--- config.mk ---
export PLATFORM = sky130hd
export DESIGN_NAME = key_debounce_event_queue_core
export DESIGN_NICKNAME = d
export VERILOG_FILES = /design/src/hdl/kdeq_pkg.sv /design/src/hdl/kdeq_ram.sv /design/src/hdl/kdeq_front.sv /design/src/hdl/kdeq_cmd_fifo.sv /design/src/hdl/kdeq_back.sv /design/src/hdl/key_debounce_event_queue_core.sv
export SDC_FILE = /design/constraint.sdc
export NUM_CORES = 1
export LEC_CHECK = 0
export BUFFER_PORTS_ARGS = -buffer_cell sky130_fd_sc_hd__buf_2
export CAP_MARGIN = 15
export CORE_AREA = 5 5 170 172
export CTS_CLUSTER_DIAMETER = 50
export DETAILED_ROUTE_END_ITERATION = 16
export DIE_AREA = 0 0 175 177
export PLACE_DENSITY = 0.58
export SLEW_MARGIN = 0
export SYNTH_ARGS = -nofsm -noshare
export SYNTH_HDL_FRONTEND = slang
export SYNTH_HIERARCHICAL = 1
export SYNTH_SLANG_ARGS = --single-unit
--- constraint.sdc ---
create_clock -name clk_i -period 9.65 [get_ports clk_i]
set_clock_uncertainty 0.15 [all_clocks]
set_input_delay 1.4475 -clock clk_i [delete_from_list [all_inputs] [get_ports clk_i]]
set_output_delay 1.4475 -clock clk_i [all_outputs]
set_load 0.005 [all_outputs]
--- src/hdl/kdeq_pkg.sv ---
// Shared types and constants for the key debounce event queue.
package kdeq_pkg;

  localparam int NUM_KEYS_DEF    = 8;
  localparam int RING_SLOTS_DEF  = 32;
  localparam int AGREE_THRESHOLD = 2;
  localparam int KEY_W           = 4;
  localparam int EVENT_W         = 4;
  localparam int CMD_DEPTH       = 2;

  typedef struct packed {
    logic             mode;
    logic [KEY_W-1:0] key;
    logic             pressed;
  } kdeq_req_t;

  typedef struct packed {
    logic [EVENT_W-1:0] event_res;
    logic               queued;
    logic               dropped;
  } kdeq_res_t;

  typedef enum logic [1:0] {
    CMD_NONE,
    CMD_POP,
    CMD_PUSH
  } cmd_op_e;

  typedef struct packed {
    cmd_op_e            op;
    logic [EVENT_W-1:0] ev;
  } kdeq_cmd_t;

endpackage

--- src/hdl/kdeq_ram.sv ---
// Generic single-write, single-read RAM with registered read data.
module kdeq_ram #(
  parameter int WIDTH = 4,
  parameter int DEPTH = 32
) (
  input  logic                     clk_i,
  input  logic                     we_i,
  input  logic [$clog2(DEPTH)-1:0] waddr_i,
  input  logic [WIDTH-1:0]         wdata_i,
  input  logic                     re_i,
  input  logic [$clog2(DEPTH)-1:0] raddr_i,
  output logic [WIDTH-1:0]         rdata_o
);

  logic [WIDTH-1:0] mem_q [DEPTH];
  logic [WIDTH-1:0] rdata_q;

  always_ff @(posedge clk_i) begin
    if (we_i) begin
      mem_q[waddr_i] <= wdata_i;
    end
    if (re_i) begin
      rdata_q <= mem_q[raddr_i];
    end
  end

  assign rdata_o = rdata_q;

endmodule

--- src/hdl/kdeq_front.sv ---
// Front end: accepts requests, debounces keys and classifies each request.
module kdeq_front #(
  parameter int NUM_KEYS = kdeq_pkg::NUM_KEYS_DEF
) (
  input  logic                clk_i,
  input  logic                rst_ni,
  input  logic                start_i,
  input  kdeq_pkg::kdeq_req_t req_i,
  input  logic                fifo_full_i,
  output logic                busy_o,
  output logic                push_o,
  output kdeq_pkg::kdeq_cmd_t cmd_o
);
  import kdeq_pkg::*;

  localparam int KIW = (NUM_KEYS > 1) ? $clog2(NUM_KEYS) : 1;

  logic [NUM_KEYS-1:0] last_valid_q, last_level_q;
  logic [NUM_KEYS-1:0] settled_valid_q, settled_level_q;
  logic [1:0]          agree_q [NUM_KEYS];

  logic           accept;
  logic           in_range;
  logic [KIW-1:0] idx;
  logic           lvl;
  logic           same;
  logic [1:0]     agree_new;
  logic           settle;
  logic           upd;

  always_comb begin
    accept    = start_i && !fifo_full_i;
    in_range  = {1'b0, req_i.key} < (KEY_W+1)'(NUM_KEYS);
    idx       = req_i.key[KIW-1:0];
    lvl       = req_i.pressed;
    same      = in_range && last_valid_q[idx] && (last_level_q[idx] == lvl);
    agree_new = 2'd1;
    if (same) begin
      agree_new = (agree_q[idx] < 2'(AGREE_THRESHOLD)) ? agree_q[idx] + 2'd1 : agree_q[idx];
    end
    settle = (agree_new == 2'(AGREE_THRESHOLD));
    upd    = accept && !req_i.mode && in_range;
    cmd_o.op = CMD_NONE;
    cmd_o.ev = '0;
    if (req_i.mode) begin
      cmd_o.op = CMD_POP;
    end else if (in_range && settle && settled_valid_q[idx] &&
                 (settled_level_q[idx] != lvl) && lvl) begin
      cmd_o.op = CMD_PUSH;
      cmd_o.ev = EVENT_W'(req_i.key + 4'd1);
    end
  end

  assign busy_o = fifo_full_i;
  assign push_o = accept;

  always_ff @(posedge clk_i or negedge rst_ni) begin
    if (!rst_ni) begin
      last_valid_q    <= '0;
      last_level_q    <= '0;
      settled_valid_q <= '0;
      settled_level_q <= '0;
      for (int i = 0; i < NUM_KEYS; i++) begin
        agree_q[i] <= '0;
      end
    end else if (upd) begin
      last_valid_q[idx] <= 1'b1;
      last_level_q[idx] <= lvl;
      agree_q[idx]      <= agree_new;
      if (settle) begin
        settled_valid_q[idx] <= 1'b1;
        settled_level_q[idx] <= lvl;
      end
    end
  end

endmodule

--- src/hdl/kdeq_cmd_fifo.sv ---
// Short command queue between front end and ring back end.
module kdeq_cmd_fifo (
  input  logic                clk_i,
  input  logic                rst_ni,
  input  logic                push_i,
  input  kdeq_pkg::kdeq_cmd_t cmd_i,
  input  logic                pop_i,
  output kdeq_pkg::kdeq_cmd_t cmd_o,
  output logic                full_o,
  output logic                empty_o
);
  import kdeq_pkg::*;

  localparam int PW = (CMD_DEPTH > 1) ? $clog2(CMD_DEPTH) : 1;
  localparam int CW = $clog2(CMD_DEPTH + 1);

  kdeq_cmd_t      slot_q [CMD_DEPTH];
  logic [PW-1:0]  wr_q, rd_q;
  logic [CW-1:0]  cnt_q;

  function automatic logic [PW-1:0] nxt(input logic [PW-1:0] p);
    return (p == PW'(CMD_DEPTH - 1)) ? '0 : p + PW'(1);
  endfunction

  assign full_o  = (cnt_q == CW'(CMD_DEPTH));
  assign empty_o = (cnt_q == '0);
  assign cmd_o   = slot_q[rd_q];

  always_ff @(posedge clk_i) begin
    if (push_i) begin
      slot_q[wr_q] <= cmd_i;
    end
  end

  always_ff @(posedge clk_i or negedge rst_ni) begin
    if (!rst_ni) begin
      wr_q  <= '0;
      rd_q  <= '0;
      cnt_q <= '0;
    end else begin
      if (push_i) begin
        wr_q <= nxt(wr_q);
      end
      if (pop_i) begin
        rd_q <= nxt(rd_q);
      end
      if (push_i && !pop_i) begin
        cnt_q <= cnt_q + CW'(1);
      end else if (pop_i && !push_i) begin
        cnt_q <= cnt_q - CW'(1);
      end
    end
  end

  a_no_overflow: assert property (@(posedge clk_i) disable iff (!rst_ni)
    push_i |-> !full_o) else $error("cmd fifo overflow");
  a_no_underflow: assert property (@(posedge clk_i) disable iff (!rst_ni)
    pop_i |-> !empty_o) else $error("cmd fifo underflow");
  a_cnt_range: assert property (@(posedge clk_i) disable iff (!rst_ni)
    cnt_q <= CW'(CMD_DEPTH)) else $error("cmd fifo count out of range");

endmodule

--- src/hdl/kdeq_back.sv ---
// Back end: carries out ring push and pop commands and drives results.
module kdeq_back #(
  parameter int RING_SLOTS = kdeq_pkg::RING_SLOTS_DEF
) (
  input  logic                clk_i,
  input  logic                rst_ni,
  input  kdeq_pkg::kdeq_cmd_t cmd_i,
  input  logic                empty_i,
  output logic                pop_o,
  output logic                done_o,
  output kdeq_pkg::kdeq_res_t res_o
);
  import kdeq_pkg::*;

  localparam int AW = $clog2(RING_SLOTS);

  typedef enum logic {
    ST_IDLE,
    ST_READ
  } state_e;

  state_e             state_q;
  logic [AW-1:0]      wr_q, rd_q, wr_nxt, rd_nxt;
  logic               done_q;
  kdeq_res_t          res_q;
  logic               ring_full, ring_empty;
  logic               ram_we, ram_re;
  logic [EVENT_W-1:0] rdata;

  always_comb begin
    wr_nxt     = (wr_q == AW'(RING_SLOTS - 1)) ? '0 : wr_q + AW'(1);
    rd_nxt     = (rd_q == AW'(RING_SLOTS - 1)) ? '0 : rd_q + AW'(1);
    ring_full  = (wr_nxt == rd_q);
    ring_empty = (wr_q == rd_q);
    pop_o      = (state_q == ST_IDLE) && !empty_i;
    ram_we     = pop_o && (cmd_i.op == CMD_PUSH) && !ring_full;
    ram_re     = pop_o && (cmd_i.op == CMD_POP) && !ring_empty;
  end

  kdeq_ram #(
    .WIDTH (EVENT_W),
    .DEPTH (RING_SLOTS)
  ) u_ring (
    .clk_i   (clk_i),
    .we_i    (ram_we),
    .waddr_i (wr_q),
    .wdata_i (cmd_i.ev),
    .re_i    (ram_re),
    .raddr_i (rd_q),
    .rdata_o (rdata)
  );

  always_ff @(posedge clk_i or negedge rst_ni) begin
    if (!rst_ni) begin
      state_q <= ST_IDLE;
      wr_q    <= '0;
      rd_q    <= '0;
      done_q  <= 1'b0;
      res_q   <= '0;
    end else begin
      done_q <= (state_q == ST_READ) || (pop_o && !ram_re);
      case (state_q)
        ST_IDLE: begin
          if (pop_o) begin
            res_q.event_res <= '0;
            res_q.queued    <= (cmd_i.op == CMD_PUSH) && !ring_full;
            res_q.dropped   <= (cmd_i.op == CMD_PUSH) && ring_full;
            if (ram_re) begin
              rd_q    <= rd_nxt;
              state_q <= ST_READ;
            end
            if (ram_we) begin
              wr_q <= wr_nxt;
            end
          end
        end
        ST_READ: begin
          res_q.event_res <= rdata;
          state_q         <= ST_IDLE;
        end
        default: begin
          state_q <= ST_IDLE;
        end
      endcase
    end
  end

  assign done_o = done_q;
  assign res_o  = res_q;

  a_flags_excl: assert property (@(posedge clk_i) disable iff (!rst_ni)
    done_q |-> !(res_q.queued && res_q.dropped)) else $error("queued and dropped both set");
  a_event_no_flags: assert property (@(posedge clk_i) disable iff (!rst_ni)
    (done_q && res_q.event_res != '0) |-> (!res_q.queued && !res_q.dropped))
    else $error("event with sample flags");
  a_read_done: assert property (@(posedge clk_i) disable iff (!rst_ni)
    (state_q == ST_READ) |=> done_q) else $error("ring read gave no result");
  a_no_rw: assert property (@(posedge clk_i) disable iff (!rst_ni)
    !(ram_we && ram_re)) else $error("ring read and write together");

endmodule

--- src/hdl/key_debounce_event_queue_core.sv ---
// Top level of the key debounce event queue.
// Usage:
//   A request (req_i: mode, key, pressed) is taken at a rising edge with
//   start_i high and busy_o low. mode 0 is a key sample, mode 1 a poll.
//   Every request gives exactly one result on res_o, marked by done_o for
//   one cycle, in request order. The receiver cannot stall.
//   The front end debounces keys in the accept cycle and puts a command in
//   a two-entry queue; the back end works the event ring memory.
// Timing: a command goes through the command queue to the back end, which
//   registers done_o and res_o; a poll that pops an event adds the ring
//   read state. Throughput: one sample per cycle unless the back end is in
//   its read state. busy_o is high while the command queue is full.
// Reset: all keys unsettled, ring empty, queue empty; no clearing pass.
module key_debounce_event_queue_core #(
  parameter int NUM_KEYS   = kdeq_pkg::NUM_KEYS_DEF,
  parameter int RING_SLOTS = kdeq_pkg::RING_SLOTS_DEF
) (
  input  logic                clk_i,
  input  logic                rst_ni,
  input  logic                start_i,
  input  kdeq_pkg::kdeq_req_t req_i,
  output logic                busy_o,
  output logic                done_o,
  output kdeq_pkg::kdeq_res_t res_o
);
  import kdeq_pkg::*;

  kdeq_cmd_t cmd_in, cmd_out;
  logic      push, pop, full, empty;

  kdeq_front #(
    .NUM_KEYS (NUM_KEYS)
  ) u_front (
    .clk_i       (clk_i),
    .rst_ni      (rst_ni),
    .start_i     (start_i),
    .req_i       (req_i),
    .fifo_full_i (full),
    .busy_o      (busy_o),
    .push_o      (push),
    .cmd_o       (cmd_in)
  );

  kdeq_cmd_fifo u_fifo (
    .clk_i   (clk_i),
    .rst_ni  (rst_ni),
    .push_i  (push),
    .cmd_i   (cmd_in),
    .pop_i   (pop),
    .cmd_o   (cmd_out),
    .full_o  (full),
    .empty_o (empty)
  );

  kdeq_back #(
    .RING_SLOTS (RING_SLOTS)
  ) u_back (
    .clk_i   (clk_i),
    .rst_ni  (rst_ni),
    .cmd_i   (cmd_out),
    .empty_i (empty),
    .pop_o   (pop),
    .done_o  (done_o),
    .res_o   (res_o)
  );

endmodule
After elaboration in Yosys (flattened, before gate mapping):

Memories as Yosys holds them, arrays and structs flattened. A register that Yosys moved wholly into a read port is not among the register bits.
Index checks and enable logic that the tools add are counted.

* bitwise operators: 4
* muxes and demuxes: 38
* equality and inequality tests: 11
* reductions and logical operators: 36
* add/sub/neg operators: 8
* order comparisons: 6

Operators with widths (count)
* logical AND 1 bit: 21
* bitwise mux 16 bit: 1
* bitwise mux 8 bit: 2
* two-way mux 2 bit: 8
* OR 8 bit: 2
* two-way mux 1 bit: 13
* binary-select mux 1 bit (select 3 bit): 4
* two-way mux 6 bit: 2
* adder 5 x 1 -> 5 bit, second input constant: 2
* equality test 5 bit: 2
* equality test 5 bit, second input constant: 2
* two-way mux 5 bit: 2
* zero test 1 bit: 8
* case mux 4 bit (2 select lines): 1
* binary-select mux 2 bit (select 3 bit): 1
* demux 2 bit (select 3 bit): 1
* equality test 2 bit, second input constant: 3
* AND reduction 3 bit: 2
* adder 2 x 1 -> 2 bit, second input constant: 2
* adder 4 x 1 -> 4 bit, second input constant: 1
* >= comparator 4 bit, second input constant: 1
* less-than comparator 3 x 4 -> 1 bit, second input constant: 1
* less-than comparator 4 x 1 -> 1 bit, second input constant: 1
* less-than comparator 4 bit, second input constant: 1
* 17 further kinds: 19

* RAM bits: 140
* memories kept: 2
* output and inout port bits: 8
* register bits: 70
* logic and storage cells: 127
* input port bits: 9

Memory list
* u_back.u_ring.mem_q: words 32, bits a word 4, read ports 1, clocked after Yosys merged registers in 1, wr ports 1, line kdeq_ram.sv:15 `logic [WIDTH-1:0] mem_q [DEPTH];`
* u_fifo.slot_q: words 2, bits a word 6, read ports 1, clocked after Yosys merged registers in 0, wr ports 1, line kdeq_cmd_fifo.sv:17 `kdeq_cmd_t slot_q [CMD_DEPTH];`

Longest topological paths before layout:

Gate-level depths: netlist (run 1).

* depth after elaboration: 14
* gate-level depth with buffers: 15
* mapped depth without buffers: 10

Cells and area by module:

Netlist (run 1), hierarchy kept.

By module, submodules not included
* kdeq_ram: sequential area each 3963.8 µm², cells an instance 231, area each 5178.7 µm², times used 1
* kdeq_front: sequential area each 1201.2 µm², cells an instance 277, area each 2593.7 µm², times used 1
* kdeq_back: sequential area each 450.4 µm², cells an instance 93, area each 1011.0 µm², times used 1
* kdeq_cmd_fifo: sequential area each 460.4 µm², cells an instance 35, area each 621.8 µm², times used 1

Least setup slack after synthesis (run 1):

Ideal clock, no wire load.

* path kind: input port to flip-flop
* start point: input port req_i[1] (netlist bit)
* end point: register u_front.settled_level_q[0]
* required time: 9413 ps
* stages on the path: 13
* library setup time: 87 ps
* arrival: 3700 ps
* path slack: 5713 ps
* buffers on the path: 4
* path through: buf_2 -> buf_1 -> and2_1 -> a22oi_1 -> a21oi_1 -> nor2_1 -> ha_1 -> or2_2 -> buf_1 -> a311oi_2 -> buf_2 -> nand4_1 -> o211ai_1

* word-level cells in the longest chain between the ends: 9
* elaborated cells on any way between the ends: 25
* classes of those cells: add/sub: 1; order compare: 4; eq/ne: 2; mux: 12; bitwise: 1; reduce/logical: 5

Ends and longest elaborated chain
* start, declared: line key_debounce_event_queue_core.sv:21 `input kdeq_pkg::kdeq_req_t req_i,`
* NOT 3 -> 4 bit (implied by the code): line kdeq_front.sv:39 `agree_new = (agree_q[idx] < 2'(AGREE_THRESHOLD)) ? agree_q[idx] + 2'd1 : agree_q[idx];`
* binary-select mux 2 bit (select 3 bit): line kdeq_front.sv:39
* two-way mux 2 bit (implied by the code) (2 in a row): line kdeq_front.sv:39
* adder 2 x 1 -> 2 bit or less-than comparator 2 bit (tied branches): line kdeq_front.sv:39
* two-way mux 2 bit: line kdeq_front.sv:39
* two-way mux 2 bit: line kdeq_front.sv:38 `if (same) begin`
* equality test 2 bit: line kdeq_front.sv:41 `settle = (agree_new == 2'(AGREE_THRESHOLD));`
* AND reduction 2 bit (no source line)
* end signal, assigned by index: line kdeq_front.sv:72 `settled_level_q[idx] <= lvl;`
* end, declared: line kdeq_front.sv:19 `logic [NUM_KEYS-1:0] settled_valid_q, settled_level_q;`

Several ways; a longest one is shown, not always the timed one. The select of a mux whose other input is x is not followed.
A chain may end at the register's enable or synchronous reset.

==> flow_summary_export.csv, run 1 <==
group,metric,value,unit
placement,gp_congestion,0.864,
clocking,cts.repair.resized,0,
detailed_routing,routed_wl,19100,µm
power_and_ir_drop,p_leak,3.73,nW
timing,worst_slew_pin_slew,0.917,ns
clocking,cts_setup_buffers,0,
timing,slew_viol_final,0,
clocking,path_clk_slew,0.05,ns
timing,slew_headroom,38.8,%
power_and_ir_drop,netSwitchingPower,0.909,mW
timing,fin_crit,3.82,ns
global_route,gr-total-overflow,0,
outcome,outcome,"completed",
detailed_routing,wire_per_inst,18.9,µm
worst_setup_path,endpoint_kind,"flop",
detailed_routing,vias,5346,
worst_setup_path,crit_arrival,3.95,ns
logic_synthesis,ys_seq_area_share,64.6,%
power_and_ir_drop,seqPwrFrac,42.5,%
detailed_routing,drt-initial-drc-count,454,
placement,place_hpwl,12600,µm
floorplanning,dieHeight,177,µm
timing,hold_violations,0,
finish,area_delta_synth_final,12.3,%
worst_setup_path,crit_required,9.78,ns
logic_synthesis,post-synth-top-area-cell,"edfxtp_1",
placement,post-place-ws,5.36,ns
worst_hold_path,min-delay-path-class,"reg -> reg",
timing,setup_violations,0,
finish,layout-drive-gt1-share,20.9,%
floorplanning,fp.dieW,175,µm
logic_synthesis,synth_top_cell_area_share,46.0,%
detailed_routing,vias_per_cell,5.29,
worst_hold_path,holdPathStages,1,
global_route,grt_antenna_before_repair,0,
clocking,numClockSinks,214,
finish,mostFrequentLayoutCells,"144 x edfxtp_1, 69 x dfrtp_1, 59 x nor2_1, 45 x nand2_1, 40 x mux4_2",
logic_synthesis,synth_area_leaders,"edfxtp_1 46%, dfrtp_1 19%, mux4_2 9.6%, mux2_2 2.4%, nor2_1 2.4%",
placement,portBuffers,16,
floorplanning,rows,61,
timing,max_freq,0.262,GHz
worst_setup_path,r2r_start,"u_back/wr_q[0]$_DFFE_PN0P_",
power_and_ir_drop,powerDensity,284,nW/µm²
clocking,insertion_delay,0.52,ns
detailed_routing,drt-pass1-iter-count,5,
logic_synthesis,ys_warn_count,6,
run,max_cap_viol_count,0,
worst_hold_path,hold_start,"u_front/last_valid_q[4]$_DFFE_PN0P_",
clocking,numCtsBuffers,25,
logic_synthesis,syn_area,9410,µm²
logic_synthesis,ys_types,64,
clocking,cts_hold_buf,0,
finish,antenna_cells,0,
logic_synthesis,ys_seq_elements,214,
clocking,htreeDepth,1,
global_route,grt_use_total,12.5,%
worst_setup_path,r2r_cells,8,
timing,rsz0062_at_grt,"false",
floorplanning,dieArea,31000,µm²
floorplanning,start_util,34.4,%
logic_synthesis,syn_inst,636,
worst_setup_path,setup.worst_path.start_class,"input pin",
global_route,grt_pass1_vias,5554,
floorplanning,io_pins,17,
worst_hold_path,whs_endpoint,"u_front/last_valid_q[4]$_DFFE_PN0P_",
logic_synthesis,avgSynthCellArea,14.8,µm²
worst_setup_path,worst-r2r-setup-slack,5.94,ns
timing,tns,0,ns
worst_setup_path,crit_fanout,25,
global_route,grt_pass1_wl,31000,µm
logic_synthesis,synth_flop_cell,"edfxtp_1",
power_and_ir_drop,swShare,30.3,%
finish,nNetsFinal,663,
detailed_routing,drc,0,
floorplanning,core-area,27300,µm²
timing,fin_ws,5.83,ns
power_and_ir_drop,peakVddDrop,0.145,mV
logic_synthesis,synthesis.nets,652,
timing,hold_ws,0.303,ns
worst_setup_path,critPathKind,"in -> reg",
power_and_ir_drop,clkPwrFrac,30.5,%
global_route,grt_max_degree,71,
clocking,tritoncts,"built",
timing,fin_crit_sh,39.6,%
logic_synthesis,async_reset_ff_share,32.7,%
power_and_ir_drop,p_comb_share,26.9,%
finish,fin_cells,1011,
logic_synthesis,synth-edff-count,144,
detailed_routing,postRouteAntennaNets,0,
clocking,cts_max_path_buffers,3,
clocking,clockRootBuffer,"clkbuf_16",
finish,final_common_cell,"edfxtp_1",
worst_setup_path,r2r_end,"u_back/u_ring/mem_q[8][2]$_DFFE_PP_",
power_and_ir_drop,p_int,2.09,mW
placement,placed_cells,966,
==> logic make-up after synthesis <==
kind of cell / count (synthesis) / share of synthesized area [%]
DFF: 214 / 64.6
and+or+nand+nor: 209 / 11.2
AOI/OAI and AO/OA: 75 / 6.16
muxes: 67 / 12.9
buffers and inverters: 47 / 2.59
xor gates and xnor gates: 17 / 1.66
adders and majority gates: 7 / 0.931
==> how the worst max path moves through the flow <==
stage	start	endpoint	slack (ns)
2_1_floorplan	req_i[1]	u_front/settled_level_q[0]$_DFFE_PN0P_	5.71
3_3_place_gp	req_i[3]	u_fifo/slot_q[0][1]$_DFFE_PP_	5.46
3_5_place_dp	req_i[3]	u_fifo/slot_q[0][1]$_DFFE_PP_	5.36
4_1_cts	req_i[3]	u_fifo/slot_q[1][1]$_DFFE_PP_	5.89
5_1_grt	req_i[3]	u_fifo/slot_q[1][1]$_DFFE_PP_	5.58
6_report	req_i[3]	u_fifo/slot_q[1][1]$_DFFE_PP_	5.83
==> synth_stat cells (5+ instances only) <==
cell,n
nor2b_1,12
xnor2_1,8
nand2b_1,21
nand3_1,15
buf_1,8
nor2_1,59
buf_6,6
buf_2,12
mux4_2,40
xor2_1,8
o41ai_1,8
a22o_1,5
and2_1,5
edfxtp_1,144
o31ai_1,8
nor4_1,5
a21oi_1,12
inv_1,12
dfrtp_1,70
o21ai_0,8
nand2_1,45
nand4_1,8
ha_1,7
a31o_2,5
nor3_1,13
mux2_2,20
clkbuf_1,7
nand3b_1,6
==> power by group through the flow <==
stage          registers, mW  clock network (mW)  logic (mW)
6_report                1.28               0.917       0.809
3_3_place_gp            1.29                   0       0.791
3_5_place_dp            1.30                   0       0.816
5_1_grt                 1.29               0.982       0.887
2_1_floorplan           1.25                   0       0.646
4_1_cts                 1.28               0.944       0.820
==> area by class of cell <==
class	count	area, µm²
fill	2535	16800
sequential	214	6080
multi-input combinational	375	3090
clock buffer	31	648
tap	346	433
clock inverter	14	165
timing repair buffer	19	105
inverter	12	45.0
==> worst max-delay path, cell delays in order <==
cell	delay [ns]
buf_2	0.41
mux2_2	0.39
a221oi_1	0.28
a21oi_1	0.06
a21oi_1	0.17
ha_1	0.19
nand2_1	0.06
nor4_1	0.19
o2111ai_1	0.29
nor4b_1	0.43
==> state kept, by name (all words and copies together) (netlist names) <==
register	count
u_back/u_ring/mem_q	128
u_front/agree_q	16
u_fifo/slot_q	12
u_front/last_level_q	8
u_front/last_valid_q	8
u_front/settled_level_q	8
u_front/settled_valid_q	8
u_back/res_o	6
u_back/rd_q	5
u_back/wr_q	5
u_back/u_ring/rdata_o	4
u_fifo/cnt_q	2
u_back/done_o	1
u_back/state_q	1
u_fifo/rd_q	1
u_fifo/wr_q	1
==> metal layers <==
metal  part of all wire (%)  global-route usage (%)  routed length (µm)
met5                      0                       0                   0
met4                    2.0                    3.47                 379
met3                    4.6                    1.99                 877
met2                     50                    21.6                9610
met1                     43                    16.5                8230
==> per-stage QoR <==
step	area [µm²]	power, mW	util, %
3_5_place_dp	9750	2.11	35.7
4_1_cts	10600	3.04	38.6
2_1_floorplan	9410	1.90	-
6_report	10600	3.00	38.6
5_1_grt	10600	3.16	38.6
3_3_place_gp	9750	2.08	35.7
Note: power is estimated with default switching activity, not from simulation.
==> run 2, diff against run 1 <==
- ABC_AREA: unset -> 1
- CORE_AREA: 5 5 170 172 -> 5 5 173 175
- DIE_AREA: 0 0 175 177 -> 0 0 178 180
- clock period: 9.65 -> 3.6 ns (I/O delays scaled with it)
==> run 2 against run 1 <==
  * Design area is 3.6% higher
  * Combinational power grew to 2.8 times the previous value
  * Count of clock-buffer cells in the layout is 2 higher
  * Clock power grew to 3.0 times the previous value
  * Flip-flop and latch count stayed put
  * Core utilization hardly changed
  * Register-to-register slack worse by 5.5 ns
  * Global-route usage is 0.89 points higher
  * Critical path type is now reg -> reg
  * Power grew to 2.8 times the previous value
  * Area after synthesis is 2.6% higher
  * Non-clock buffer count is 6 higher
==> flow_summary_export.csv, run 2 <==
group,metric,value,unit
worst_setup_path,critPathKind,"reg -> reg",
power_and_ir_drop,peakVddDrop,0.353,mV
detailed_routing,vias,6665,
power_and_ir_drop,swShare,33.7,%
detailed_routing,drc,0,
timing,rsz0062_at_grt,"false",
detailed_routing,postRouteAntennaNets,0,
global_route,grt_use_total,13.4,%
finish,mostFrequentLayoutCells,"329 x nand2_1, 144 x edfxtp_1, 133 x nand3_1, 82 x inv_1, 69 x dfrtp_1",
global_route,grt_pass1_vias,6664,
worst_setup_path,crit_fanout,10,
placement,gp_congestion,0.778,
logic_synthesis,ys_warn_count,6,
logic_synthesis,synth_area_leaders,"edfxtp_1 45%, dfrtp_1 18%, nand2_1 13%, nand3_1 6.9%, inv_1 3.2%",
worst_setup_path,worst-r2r-setup-slack,0.43,ns
placement,portBuffers,16,
logic_synthesis,syn_inst,979,
placement,place_hpwl,13800,µm
finish,antenna_cells,0,
power_and_ir_drop,p_int,5.52,mW
timing,worst_slew_pin_slew,1.06,ns
outcome,outcome,"completed",
logic_synthesis,async_reset_ff_share,32.7,%
detailed_routing,routed_wl,21500,µm
floorplanning,dieHeight,180,µm
finish,reg_top3,"u_back/u_ring/mem_q x128, u_front/agree_q x16, u_fifo/slot_q x12",
timing,tns,0,ns
worst_hold_path,min-delay-path-class,"in -> async",
detailed_routing,vias_per_cell,4.76,
logic_synthesis,ys_seq_elements,214,
worst_setup_path,setup.worst_path.start_class,"flop",
power_and_ir_drop,seqPwrFrac,39.4,%
worst_setup_path,r2r_start,"u_back/wr_q[0]$_DFFE_PN0P_",
logic_synthesis,synth_flop_cell,"edfxtp_1",
finish,area_delta_synth_final,13.4,%
timing,fin_crit_sh,88.2,%
logic_synthesis,syn_area,9650,µm²
detailed_routing,drt-pass1-iter-count,7,
clocking,path_clk_slew,0.06,ns
finish,layout-drive-gt1-share,10.0,%
run,max_cap_viol_count,0,
clocking,cts_hold_buf,0,
timing,max_freq,0.315,GHz
logic_synthesis,yosysMostFrequentCell,"nand2_1",
worst_setup_path,critPathMaxStageDelay,0.52,ns
worst_setup_path,r2r_cells,15,
clocking,htreeDepth,1,
floorplanning,start_util,34.1,%
worst_setup_path,r2r_end,"u_back/u_ring/mem_q[27][0]$_DFFE_PP_",
logic_synthesis,synthesis.nets,995,
power_and_ir_drop,powerDensity,761,nW/µm²
timing,fin_crit,3.17,ns
clocking,clockRootBuffer,"clkbuf_16",
logic_synthesis,synth_common_cells,"329 x nand2_1, 144 x edfxtp_1, 133 x nand3_1",
power_and_ir_drop,netSwitchingPower,2.81,mW
logic_synthesis,synth_top_cell_area_share,44.8,%
power_and_ir_drop,p_comb_share,27.1,%
timing,hold_violations,0,
logic_synthesis,ys_types,36,
logic_synthesis,avgSynthCellArea,9.86,µm²
clocking,insertion_delay,0.52,ns
clocking,cts.repair.resized,0,
finish,fin_cells,1399,
floorplanning,fp.dieW,178,µm
clocking,tritoncts,"built",
global_route,grt_pass1_wl,35100,µm
timing,setup_violations,0,
floorplanning,io_pins,17,
detailed_routing,wire_per_inst,15.4,µm
clocking,cts_max_path_buffers,3,
clocking,cts_setup_buffers,0,
floorplanning,core-area,28300,µm²
detailed_routing,drt-initial-drc-count,466,
logic_synthesis,ys_seq_area_share,63.0,%
logic_synthesis,post-synth-top-area-cell,"edfxtp_1",
global_route,grt_max_degree,71,
floorplanning,rows,62,
clocking,numClockSinks,214,
power_and_ir_drop,p_leak,4.55,nW
worst_setup_path,cpMostUsedCell,"nand2_1",
timing,slew_headroom,29.2,%
worst_setup_path,endpoint_kind,"flop",
placement,placed_cells,1351,
worst_setup_path,cp_slowest_cell,"dfrtp_1",
worst_setup_path,crit_chain,"ha_1 -> nand2_1 -> nor2_1 -> ha_1 -> inv_1 -> nand2_1 -> nand2_1 -> nor2_1 -> nand2_1 -> nor2_4 -> nand3_4 -> nand2_4 -> inv_2 -> nand3_1 -> nor2_1",
worst_setup_path,crit_required,3.63,ns
clocking,numCtsBuffers,26,
global_route,gr-total-overflow,0,
logic_synthesis,synth-edff-count,144,
finish,final_common_cell,"nand2_1",
global_route,grt_antenna_before_repair,0,
worst_setup_path,crit_arrival,3.20,ns
power_and_ir_drop,clkPwrFrac,33.5,%
finish,nNetsFinal,1011,
finish,regMostFlops,"u_back/u_ring/mem_q",
floorplanning,dieArea,32000,µm²
finish,largest_reg_flops,128,
timing,slew_viol_final,0,
==> run 2: worst max path at each step <==
stage	from	endpoint	depth (start not counted)
floorplan	req_i[1]	u_fifo/slot_q[0][0]$_DFFE_PP_	13
global placement	u_back/wr_q[0]$_DFFE_PN0P_	u_back/u_ring/mem_q[31][1]$_DFFE_PP_	15
detailed placement	u_back/wr_q[0]$_DFFE_PN0P_	u_back/u_ring/mem_q[27][0]$_DFFE_PP_	15
CTS	u_back/wr_q[0]$_DFFE_PN0P_	u_back/u_ring/mem_q[27][0]$_DFFE_PP_	15
global route	u_back/wr_q[0]$_DFFE_PN0P_	u_back/u_ring/mem_q[3][1]$_DFFE_PP_	15
finish	u_back/wr_q[0]$_DFFE_PN0P_	u_back/u_ring/mem_q[27][0]$_DFFE_PP_	15
==> run 2: layer usage <==
metal	wire (µm)	global-route usage [%]
met1	9660	18.2
met2	10400	22.3
met3	1030	2.48
met4	431	3.09
met5	0	0
==> run 2: power by group through the flow <==
stage | combinational (mW) | clock, mW | sequential, mW
finish | 2.26 | 2.79 | 3.28
global route | 2.57 | 2.96 | 3.31
CTS | 2.30 | 2.85 | 3.28
global placement | 2.26 | 0 | 3.33
floorplan | 1.74 | 0 | 3.27
detailed placement | 2.29 | 0 | 3.33
==> run 2: cell families after synthesis <==
logic type,after synthesis,synth area share [%]
xor+xnor,8,0.726
fa+ha+maj,7,0.907
flops,214,63.0
mux,6,0.933
buf+inv,131,6.70
simple gates,566,25.2
compound gates,47,2.61
==> run 2: metrics by stage <==
stage | hold WS (ns) | power, mW | util, % | cell area [µm²] | worst slack (ns)
after floorplan | 0.0944 | 5.01 | - | 9650 | 0.983
after global placement | 0.282 | 5.59 | 35.3 | 9990 | 0.477
after detailed placement | 0.285 | 5.62 | 35.3 | 9990 | 0.485
after CTS | 0.0367 | 8.43 | 38.7 | 10900 | 0.454
after global routing | 0.0760 | 8.85 | 38.7 | 10900 | 0.168
final | 0.0131 | 8.33 | 38.7 | 10900 | 0.426
==> run 2: worst max-delay path: cells and delay by family (launching register included) <==
family                   cells  cell delay, ns
buffers and inverters        2            0.14
AND/OR/NAND/NOR             11            1.53
flip-flops                   1            0.52
adder cells (fa/ha/maj)      2            0.50
==> run 2: cell type report <==
class / count / area (µm²)
fillers: 2782 / 17400
flip-flops and latches: 214 / 6080
multi-input cells: 634 / 2930
clock buffers: 33 / 748
well taps: 384 / 480
inverters: 94 / 355
clock inverters: 15 / 204
repair buffers: 25 / 150
==> run 3, diff against run 2 <==
- CORE_AREA: 5 5 173 175 -> 2 2 170 172
- DIE_AREA: 0 0 178 180 -> 0 0 172 174
==> run 3 against run 2 <==
  * Sequential share of layout area up 0.82 points
  * Combinational power about the same
  * Flip-flop and latch count is the same
  * Worst hold slack got worse by 0.0032 ns
  * Critical path type unchanged
  * Maximum frequency increased by 1.5%
  * Clock power down 15%
==> flow_summary_export.csv, run 3 (synthesized netlist as in run 2, its figures left out) <==
group,metric,value,unit
worst_setup_path,cp_slowest_cell,"dfrtp_1",
finish,finish.utilization,38.2,%
power_and_ir_drop,powerDensity,733,nW/µm²
global_route,grt_pass1_vias,6366,
worst_hold_path,min-delay-path-class,"in -> async",
timing,tns,0,ns
worst_setup_path,worst-r2r-setup-slack,0.47,ns
finish,area_delta_synth_final,11.7,%
power_and_ir_drop,design_power_total,7.90,mW
timing,slew_headroom,25.9,%
detailed_routing,vias,6611,
finish,fill_cells,2837,
finish,final_common_cell,"nand2_1",
timing,max_freq,0.320,GHz
finish,finalInstanceArea,10800,µm²
clocking,htreeDepth,1,
worst_setup_path,endpoint_kind,"flop",
floorplanning,dieHeight,174,µm
floorplanning,fp.dieW,172,µm
clocking,numClockSinks,214,
clocking,insertion_delay,0.52,ns
detailed_routing,drt-initial-drc-count,560,
worst_setup_path,crit_arrival,3.16,ns
clocking,cts_max_path_buffers,3,
worst_setup_path,startpoint,"u_back/wr_q[1]$_DFFE_PN0P_",
worst_setup_path,r2r_start,"u_back/wr_q[1]$_DFFE_PN0P_",
placement,place_hpwl,13600,µm
detailed_routing,postRouteAntennaNets,0,
detailed_routing,drt-pass1-iter-count,5,
floorplanning,core-area,28200,µm²
worst_setup_path,setup.worst_path.start_class,"flop",
clocking,cts_hold_buf,0,
detailed_routing,wire_per_inst,14.9,µm
finish,nNetsFinal,1011,
timing,fin_crit_sh,86.9,%
global_route,grt_use_total,14.2,%
timing,hold_violations,0,
placement,portBuffers,16,
timing,fin_crit,3.13,ns
floorplanning,io_pins,17,
finish,largest_reg_flops,128,
finish,reg_top3,"u_back/u_ring/mem_q x128, u_front/agree_q x16, u_fifo/slot_q x12",
global_route,grt_max_degree,71,
worst_setup_path,r2r_cells,15,
timing,slew_viol_final,0,
worst_setup_path,r2r_end,"u_back/u_ring/mem_q[30][0]$_DFFE_PP_",
floorplanning,dieArea,29900,µm²
clocking,tritoncts,"built",
global_route,gr-total-overflow,0,
worst_setup_path,crit_fanout,8,
worst_setup_path,crit_chain,"ha_1 -> nand2_1 -> nor2_1 -> ha_1 -> inv_1 -> nand2_1 -> nand2_1 -> nor2_1 -> nand2_1 -> nor2_4 -> nand3_4 -> nand2_4 -> inv_2 -> nand3_1 -> nor2_1",
timing,fin_ws,0.472,ns
clocking,numCtsBuffers,24,
clocking,clockRootBuffer,"clkbuf_16",
worst_setup_path,critPathKind,"reg -> reg",
finish,regMostFlops,"u_back/u_ring/mem_q",
finish,layout-drive-gt1-share,9.18,%
placement,post-place-ws,0.484,ns
detailed_routing,routed_wl,20800,µm
clocking,path_clk_slew,0.06,ns
detailed_routing,drc,0,
floorplanning,rows,62,
timing,setup_violations,0,
run,max_cap_viol_count,0,
clocking,cts.repair.resized,0,
placement,gp_congestion,0.845,
timing,rsz0062_at_grt,"false",
finish,multi_input_area,2930,µm²
worst_setup_path,cpMostUsedCell,"nand2_1",
floorplanning,start_util,34.2,%
global_route,grt_antenna_before_repair,0,
finish,antenna_cells,0,
outcome,outcome,"completed",
finish,mostFrequentLayoutCells,"329 x nand2_1, 144 x edfxtp_1, 133 x nand3_1, 82 x inv_1, 69 x dfrtp_1",
power_and_ir_drop,peakVddDrop,0.398,mV
detailed_routing,vias_per_cell,4.73,
worst_setup_path,endpoint,"u_back/u_ring/mem_q[30][0]$_DFFE_PP_",
finish,seqCellArea,6080,µm²
timing,worst_slew_pin_slew,1.11,ns
power_and_ir_drop,p_leak,4.47,nW
placement,place_area,10000,µm²
clocking,cts_setup_buffers,0,
global_route,grt_pass1_wl,33700,µm
worst_setup_path,critPathMaxStageDelay,0.47,ns
worst_setup_path,crit_required,3.64,ns
[run 3: power breakdown]
group	leakage, nW	internal [mW]	total [mW]	switching, mW
clock	0.381	1.41	2.38	0.968
combinational	1.94	0.667	2.26	1.60
sequential	2.14	3.09	3.26	0.167
[run 3: how the worst min path moves through the flow]
stage                                                   from                                   to  cells after the start
after floorplan                                       rst_ni              u_back/done_o$_DFF_PN0_                      0
after global placement    u_back/u_ring/rdata_o[0]$_DFFE_PP_          u_back/res_o[2]$_DFFE_PN0P_                      2
after detailed placement  u_back/u_ring/rdata_o[0]$_DFFE_PP_          u_back/res_o[2]$_DFFE_PN0P_                      2
after CTS                                             rst_ni           u_back/wr_q[0]$_DFFE_PN0P_                      1
after global routing                                req_i[5]        u_fifo/slot_q[1][4]$_DFFE_PP_                      1
final                                                 rst_ni  u_front/last_level_q[2]$_DFFE_PN0P_                      1
[run 3: through the flow]
step / hold slack, ns / std cells
after floorplan: 0.0944 / 979
after detailed placement: 0.286 / 1353
after CTS: 0.0337 / 1397
after global placement: 0.281 / 1353
after global routing: 0.0713 / 1397
final: 0.00982 / 1397
[run 3: layout make-up]
class | count | share of cell area, %
Sequential cell | 214 | 56.4
Multi-Input combinational cell | 634 | 27.2
Clock buffer | 31 | 5.91
Tap cell | 384 | 4.46
Inverter | 94 | 3.30
Timing Repair Buffer | 27 | 1.53
Clock inverter | 13 | 1.30
[run 3: critical path, delay by kind of cell, from the launching register on]
kind / cells / cell delay, ns
fa+ha+maj: 2 / 0.53
buf+inv: 2 / 0.14
flops: 1 / 0.47
simple gates: 11 / 1.50
[run 3: metal layers]
layer | GRT usage (%) | wire (µm)
met1 | 18.9 | 9450
met2 | 23.4 | 9940
met3 | 2.69 | 890
met4 | 4.20 | 570
met5 | 0 | 0
